$ cat config.mk
export PLATFORM = sky130hd
export DESIGN_NAME = fifo_replace_match_cache
export DESIGN_NICKNAME = d
export VERILOG_FILES = /design/src/rtl/fmc_pkg.sv /design/src/rtl/fmc_cell.sv /design/src/rtl/fifo_replace_match_cache.sv
export VERILOG_INCLUDE_DIRS = /design/src /design/src/rtl
export SDC_FILE = /design/constraint.sdc
export NUM_CORES = 2
export LEC_CHECK = 0
export BUFFER_PORTS_ARGS = -buffer_cell sky130_fd_sc_hd__clkbuf_2
export CAP_MARGIN = 0
export CORE_MARGIN = 8
export CORE_UTILIZATION = 60
export DETAILED_ROUTE_END_ITERATION = 16
export PLACE_DENSITY = 0.73
export SETUP_SLACK_MARGIN = 0.02
export SYNTH_ARGS = -nofsm -noshare
export SYNTH_HDL_FRONTEND = slang
export SYNTH_SLANG_ARGS = --single-unit
$ cat constraint.sdc
create_clock -name clk -period 4.45 [get_ports clk]
set_input_delay 0.6675 -clock clk [delete_from_list [all_inputs] [get_ports clk]]
set_output_delay 0.6675 -clock clk [all_outputs]
set_load 0.03 [all_outputs]
$ cat src/rtl/fifo_replace_match_cache_defines.svh
// assertion macros used by the top-level rtl file
// expects clk and arst_n in the scope of use
`ifndef FIFO_REPLACE_MATCH_CACHE_DEFINES_SVH
`define FIFO_REPLACE_MATCH_CACHE_DEFINES_SVH

// same-cycle implication
`define FMC_ASSERT_IMP(lbl, ante, cons) \
	lbl: assert property (@(posedge clk) disable iff (!arst_n) (ante) |-> (cons)) \
		else $error("fmc assertion failed");

// next-cycle implication
`define FMC_ASSERT_NXT(lbl, ante, cons) \
	lbl: assert property (@(posedge clk) disable iff (!arst_n) (ante) |=> (cons)) \
		else $error("fmc assertion failed");

`endif

$ cat src/rtl/fmc_pkg.sv
package fmc_pkg;

	typedef enum logic [1:0] {
		ACT_INSERT          = 2'd0,
		ACT_FIND_EXACT      = 2'd1,
		ACT_FIND_XY_RANGE   = 2'd2,
		ACT_FIND_CODE_RANGE = 2'd3
	} fmc_act_t;

	localparam logic [7:0] HOPS_UNKNOWN = 8'hff;

	// search request walking down the cell row, with the result it picks up
	typedef struct packed {
		logic       valid;
		logic       found;
		fmc_act_t   action;
		logic [7:0] x;
		logic [7:0] y;
		logic [7:0] code;
		logic [7:0] frag;
		logic [7:0] lo;
		logic [7:0] hi;
		logic [3:0] slot;
		logic [7:0] rx;
		logic [7:0] ry;
		logic [7:0] rfrag;
		logic [7:0] rhops;
	} fmc_tok_t;

	// entry data broadcast to the cells on insert
	typedef struct packed {
		logic [7:0] x;
		logic [7:0] y;
		logic [7:0] code;
		logic [7:0] frag;
		logic [7:0] hops;
	} fmc_wr_t;

endpackage

$ cat src/rtl/fmc_cell.sv
module fmc_cell
	import fmc_pkg::*;
#(
	parameter int IDX = 0
) (
	input  logic     clk,
	input  logic     arst_n,
	input  logic     filled,
	input  logic     wr_en,
	input  fmc_wr_t  wr,
	input  fmc_tok_t tok_i,
	output fmc_tok_t tok_o
);

	localparam logic [3:0] SLOT = 4'(IDX);

	logic [7:0] x_q;
	logic [7:0] y_q;
	logic [7:0] code_q;
	logic [7:0] frag_q;
	logic [7:0] hops_q;
	logic       in_range;
	logic       xyc;
	logic       match;
	logic       take;
	fmc_tok_t   tok_d;
	fmc_tok_t   tok_q;

	always_ff @(posedge clk) begin
		if (wr_en) begin
			x_q    <= wr.x;
			y_q    <= wr.y;
			code_q <= wr.code;
			frag_q <= wr.frag;
		end
	end

	always_ff @(posedge clk or negedge arst_n) begin
		if (!arst_n) begin
			hops_q <= HOPS_UNKNOWN;
		end else if (wr_en) begin
			hops_q <= wr.hops;
		end
	end

	always_comb begin
		in_range = (frag_q >= tok_i.lo) && (frag_q <= tok_i.hi);
		xyc      = (x_q == tok_i.x) && (y_q == tok_i.y) && (code_q == tok_i.code);
		unique case (tok_i.action)
			ACT_FIND_EXACT:      match = xyc && (frag_q == tok_i.frag);
			ACT_FIND_XY_RANGE:   match = xyc && in_range;
			ACT_FIND_CODE_RANGE: match = (code_q == tok_i.code) && in_range;
			default:             match = 1'b0;
		endcase
		take  = tok_i.valid && !tok_i.found && filled && match;
		tok_d = tok_i;
		if (take) begin
			tok_d.found = 1'b1;
			tok_d.slot  = SLOT;
			tok_d.rx    = x_q;
			tok_d.ry    = y_q;
			tok_d.rfrag = frag_q;
			tok_d.rhops = hops_q;
		end
	end

	always_ff @(posedge clk or negedge arst_n) begin
		if (!arst_n) begin
			tok_q <= '0;
		end else begin
			tok_q <= tok_d;
		end
	end

	assign tok_o = tok_q;

endmodule

$ cat src/rtl/fifo_replace_match_cache.sv
// channel   | handshake        | fields
// ----------+------------------+-------------------------------------------------
// request   | start, busy      | action, pos_x, pos_y, code_id, frag,
//           |                  | range_min, range_max, hops_in
// result    | done (strobe)    | hit, slot, match_x, match_y, match_frag, match_hops
//
// a request is taken at a rising edge with start high and busy low
// insert: result strobed in the cycle after the request, next request may follow at once
// lookup: the request is registered at the head of the chain, then walks the row of DEPTH
//   cells one cell per cycle; the result comes from the last cell, busy is high during the walk
// arst_n clears control state and sets every hop count to unknown
// done is a single-cycle strobe; the receiver cannot stall it
`include "fifo_replace_match_cache_defines.svh"

module fifo_replace_match_cache
	import fmc_pkg::*;
#(
	parameter int DEPTH = 16
) (
	input  logic       clk,
	input  logic       arst_n,
	input  logic       start,
	output logic       busy,
	input  logic [1:0] action,
	input  logic [7:0] pos_x,
	input  logic [7:0] pos_y,
	input  logic [7:0] code_id,
	input  logic [7:0] frag,
	input  logic [7:0] range_min,
	input  logic [7:0] range_max,
	input  logic [7:0] hops_in,
	output logic       done,
	output logic       hit,
	output logic [3:0] slot,
	output logic [7:0] match_x,
	output logic [7:0] match_y,
	output logic [7:0] match_frag,
	output logic [7:0] match_hops
);

	localparam int PTR_W  = (DEPTH > 1) ? $clog2(DEPTH) : 1;
	localparam int FILL_W = $clog2(DEPTH + 1);

	// request handling
	fmc_act_t         act;
	logic             accept;
	logic             ins_acc;
	logic             look_acc;

	// ring bookkeeping
	logic [PTR_W-1:0]  wp_q;
	logic [PTR_W-1:0]  wp_next;
	logic [FILL_W-1:0] fill_q;
	logic              busy_q;

	// insert result register
	logic       ins_v_q;
	logic [3:0] ins_slot_q;
	logic [7:0] ins_x_q;
	logic [7:0] ins_y_q;
	logic [7:0] ins_frag_q;
	logic [7:0] ins_hops_q;

	// search chain: link[i] feeds cell i, link[DEPTH] is the finished search
	fmc_tok_t   req_q;
	fmc_tok_t   link [0:DEPTH];
	fmc_wr_t    wr;
	logic [DEPTH-1:0] filled;
	logic [DEPTH-1:0] wr_en;

	assign act      = fmc_act_t'(action);
	assign accept   = start && !busy_q;
	assign ins_acc  = accept && (act == ACT_INSERT);
	assign look_acc = accept && (act != ACT_INSERT);
	assign busy     = busy_q;

	// ring pointer wraps at DEPTH, not at a power of two
	assign wp_next = (wp_q == PTR_W'(DEPTH - 1)) ? '0 : wp_q + 1'b1;

	always_ff @(posedge clk or negedge arst_n) begin
		if (!arst_n) begin
			wp_q   <= PTR_W'(DEPTH - 1);
			fill_q <= '0;
		end else if (ins_acc) begin
			wp_q <= wp_next;
			if (fill_q < FILL_W'(DEPTH)) begin
				fill_q <= fill_q + 1'b1;
			end
		end
	end

	// busy covers the walk; it drops as the search enters the last cell
	always_ff @(posedge clk or negedge arst_n) begin
		if (!arst_n) begin
			busy_q <= 1'b0;
		end else if (look_acc) begin
			busy_q <= 1'b1;
		end else if (link[DEPTH-1].valid) begin
			busy_q <= 1'b0;
		end
	end

	// search request enters the chain with an empty result
	always_ff @(posedge clk or negedge arst_n) begin
		if (!arst_n) begin
			ins_v_q <= 1'b0;
			req_q   <= '0;
		end else begin
			ins_v_q     <= ins_acc;
			req_q.valid <= look_acc;
			if (look_acc) begin
				req_q.found  <= 1'b0;
				req_q.action <= act;
				req_q.x      <= pos_x;
				req_q.y      <= pos_y;
				req_q.code   <= code_id;
				req_q.frag   <= frag;
				req_q.lo     <= range_min;
				req_q.hi     <= range_max;
				req_q.slot   <= '0;
				req_q.rx     <= '0;
				req_q.ry     <= '0;
				req_q.rfrag  <= '0;
				req_q.rhops  <= '0;
			end
		end
	end

	always_ff @(posedge clk) begin
		if (ins_acc) begin
			ins_slot_q <= 4'(wp_next);
			ins_x_q    <= pos_x;
			ins_y_q    <= pos_y;
			ins_frag_q <= frag;
			ins_hops_q <= hops_in;
		end
	end

	assign link[0] = req_q;

	assign wr.x    = pos_x;
	assign wr.y    = pos_y;
	assign wr.code = code_id;
	assign wr.frag = frag;
	assign wr.hops = hops_in;

	// one cell per slot; a slot takes part only once filled
	for (genvar i = 0; i < DEPTH; i++) begin : g_cell
		assign filled[i] = (FILL_W'(i) < fill_q);
		assign wr_en[i]  = ins_acc && (wp_next == PTR_W'(i));

		fmc_cell #(
			.IDX (i)
		) u_cell (
			.clk    (clk),
			.arst_n (arst_n),
			.filled (filled[i]),
			.wr_en  (wr_en[i]),
			.wr     (wr),
			.tok_i  (link[i]),
			.tok_o  (link[i+1])
		);
	end

	// a miss leaves the zeroed result fields from the chain entry
	always_comb begin
		if (ins_v_q) begin
			hit        = 1'b1;
			slot       = ins_slot_q;
			match_x    = ins_x_q;
			match_y    = ins_y_q;
			match_frag = ins_frag_q;
			match_hops = ins_hops_q;
		end else begin
			hit        = link[DEPTH].found;
			slot       = link[DEPTH].slot;
			match_x    = link[DEPTH].rx;
			match_y    = link[DEPTH].ry;
			match_frag = link[DEPTH].rfrag;
			match_hops = link[DEPTH].rhops;
		end
	end

	assign done = ins_v_q || link[DEPTH].valid;

	`FMC_ASSERT_NXT(a_lookup_busy, look_acc, busy)
	`FMC_ASSERT_NXT(a_insert_result, ins_acc, done && hit)
	`FMC_ASSERT_IMP(a_fill_bound, 1'b1, fill_q <= FILL_W'(DEPTH))
	`FMC_ASSERT_IMP(a_single_result, link[DEPTH].valid, !busy_q && !ins_v_q)

endmodule

==> results.toml <==
[status]
status = "finished clean"

[synth]
async_reset_ff_share_pct = 73.7
yosysWarnings = 0
synth_edf_count = 548
yosys.area.top_type = "dfrtp_1"
synth-seq-cells = 2081
synth.avg_cell_area_um2 = 16.3
yosysSeqAreaShare_pct = 71.5
synth_top_area_share_pct = 45.6
synth.distinct_cells = 66
synth_nets = 5034
ys.flop_type = "dfrtp_1"
syn_inst = 4711
netlist_area_mm2 = 0.0769
netlist_top_cells_area = "dfrtp_1 (46%), edfxtp_1 (21%), mux2_2 (9.2%)"

[setup_path]
endpoint_kind = "flip-flop"
path_max_fanout = 37
crit_path_cell_trace = "or2_2 > a31oi_1 > or4b_1 > a2111oi_4 > nand4_4 > mux2_1"
crit_required_ns = 5.11
cp_slowest_stage_delay_ns = 0.63
critPathLaunchType = "flip-flop"
cp_slowest_cell = "dfrtp_1"
arrival_ns = 4.16
crit_type = "flip-flop to flip-flop"

[drt]
vias = 37000
drt-total-wl_um = 146000
drt_first_pass_iters = 5
drcViolationCount = 0
wire_per_inst_um = 21.4
post_drt_via_cell_ratio = 5.42
ant_nets = 0
drt_iter0_markers = 2214

[sta]
finalCritPeriodShare_pct = 78.7
worst_pin_slew_ns = 1.21
fmaxAchievable_mhz = 285
skew_ns = 0.0269
slew-limit-headroom_pct = 19.4
min_period_ns = 3.50
final_hold_viol_count = 0
rsz0062_at_grt = "false"
timing.hold.ws_ns = 0.0783
drv_slew = 0
setup_viol = 0
tns_ns = 0

[placed_design]
routabilityCongestion = 0.898
post-dp-hpwl_um = 104000
portBuffers = 99

[clock_tree]
clk_pin_slew_worst_paths_ns = 0.06
hold_buffers = 1
root_buffer = "clkbuf_16"
cts_tree = "done"
numCtsBuffers = 196
htreeDepth = 4
post_cts_buffers = 0
insertion_delay_ns = 0.80
clockBufferDepth = 3
cts_resized = 0
cts_sinks = 2081

[power_and_ir_drop]
p_sw_share_pct = 19.9
p_comb_share_pct = 1.3
seqPwrFrac_pct = 53.1
pwr-share-clk_pct = 45.6
p_sw_mw = 7.35
powerDensity_mw_per_mm2 = 427
p_leak_nw = 40.9
finalPower_mw = 37.0
p_int_mw = 29.7
ir_worst_vdd_v = 0.000401

[grt]
grt_antenna_before_repair = 0
use_met2_pct = 34.6
grt_max_degree = 152
grt_pass1_wl_um = 234000
met3_usage_pct = 3.42
grtUsageMet1_pct = 28.9
track_usage_pct = 21.2
grt-ovfl-total = 0
grt_pass1_vias = 40900
grt-busiest-layer = "met2"

[floorplan]
ios = 100
fp.dieH_um = 374
rows = 131
dieWidth_um = 374
core_mm2 = 0.127
start_util_pct = 60.4
dieArea_mm2 = 0.140

[cells_and_area]
area_growth_pct = 12.7
layout_commonest_cell = "dfrtp_1"
final_cell_mix = "dfrtp_1 (1,401), mux2_2 (630), edfxtp_1 (548)"
drive_gt1_share_pct = 25.6
fin_nets = 5314

[hold_path]
min_path_type = "input port to flip-flop"

[job]
max-cap-violations = 0
==> registers in the layout, summed over array words and instances (netlist names) <==
signal                flops
g_cell.u_cell.hops_q    128
g_cell.u_cell.y_q       128
ins_hops_q                8
g_cell.u_cell.x_q       128
ins_x_q                   8
link                     51
g_cell.u_cell.frag_q    128
wp_q                      4
ins_v_q                   1
g_cell.u_cell.code_q    128
ins_y_q                   8
busy                      1
ins_slot_q                4
g_cell.u_cell.tok_o    1343
ins_frag_q                8
fill_q                    5
==> power groups by stage <==
| stage | registers, mW | clock network (mW) | logic (mW) |
|---|---|---|---|
| after floorplan | 20.0 | 0 | 0.0296 |
| after global placement | 20.0 | 0 | 0.505 |
| after detailed placement | 20.0 | 0 | 0.517 |
| after CTS | 19.7 | 17.2 | 0.521 |
| after global routing | 19.6 | 18.0 | 0.574 |
| final | 19.7 | 16.9 | 0.499 |
==> synthesized netlist by cell type (38+ instances only) <==
cell type / n
o21ai_0: 67
edfxtp_1: 548
nand2b_1: 53
inv_1: 257
nor4_1: 69
a21oi_1: 107
dfstp_2: 132
mux2_2: 630
nand4_1: 117
dfrtp_1: 1401
ha_1: 262
nor2_1: 38
xor2_1: 216
clkbuf_1: 65
nand3_1: 48
xnor2_1: 298
nand2_1: 56
==> area by class of cell <==
type / count / area, µm²
Sequential cell: 2081 / 55000
Clock buffer: 293 / 5780
Multi-Input combinational cell: 2284 / 20800
Timing Repair Buffer: 171 / 1180
Inverter: 257 / 965
Tap cell: 1662 / 2080
Clock inverter: 78 / 903
Fill cell: 8408 / 40700
Antenna cell: 2 / 5.00
==> per-stage QoR <==
stage	instances	util, %	cell area [µm²]	worst slack (ns)
2_1_floorplan	4711	-	76900	0.234
3_3_place_gp	6453	62.8	80000	0.926
3_5_place_dp	6453	62.8	80000	0.648
4_1_cts	6825	68.1	86700	0.634
5_1_grt	6826	68.1	86700	0.868
6_report	6828	68.1	86700	0.946
==> worst max-delay path: cells and delay by family, from the launching register on <==
family	cells	cell delay, ns
and+or+nand+nor	3	1.54
AOI/OAI and AO/OA	2	0.58
muxes	1	0.57
DFF	1	0.63
==> cell families after synthesis <==
family                     after synthesis  share of synthesized area, %
AOI/OAI and AO/OA                      321                          2.76
xor gates and xnor gates               514                          5.85
adders and majority gates              262                          4.26
buffers and inverters                  346                          1.77
DFF                                   2081                          71.5
muxes                                  681                          10.1
and+or+nand+nor                        506                          3.78
==> path summary, 6_finish.rpt <==
kind | cells after the start | slack (ns) | startpoint | end
worst min register to register | 0 | 0.36 | g_cell[2].u_cell.tok_o[87] | g_cell[3].u_cell.tok_o[87]
worst max register to register | 6 | 0.95 | fill_q[1] | g_cell[12].u_cell.tok_o[19]
worst min-delay path | 3 | 0.08 | range_max[7] | link[1451]
min in group asynchronous | 2 | 0.46 | arst_n | g_cell[14].u_cell.tok_o[44]
max in group asynchronous | 3 | 2.61 | arst_n | g_cell[2].u_cell.tok_o[38]
worst max-delay path | 6 | 0.95 | fill_q[1] | g_cell[12].u_cell.tok_o[19]
==> per-layer routing <==
metal  part of all wire (%)  wire (µm)
met5                      0          0
met4                    4.0       5790
met3                    3.4       4970
met2                     48      69600
met1                     45      65400
No activity file was read; power rests on OpenSTA's default activity.
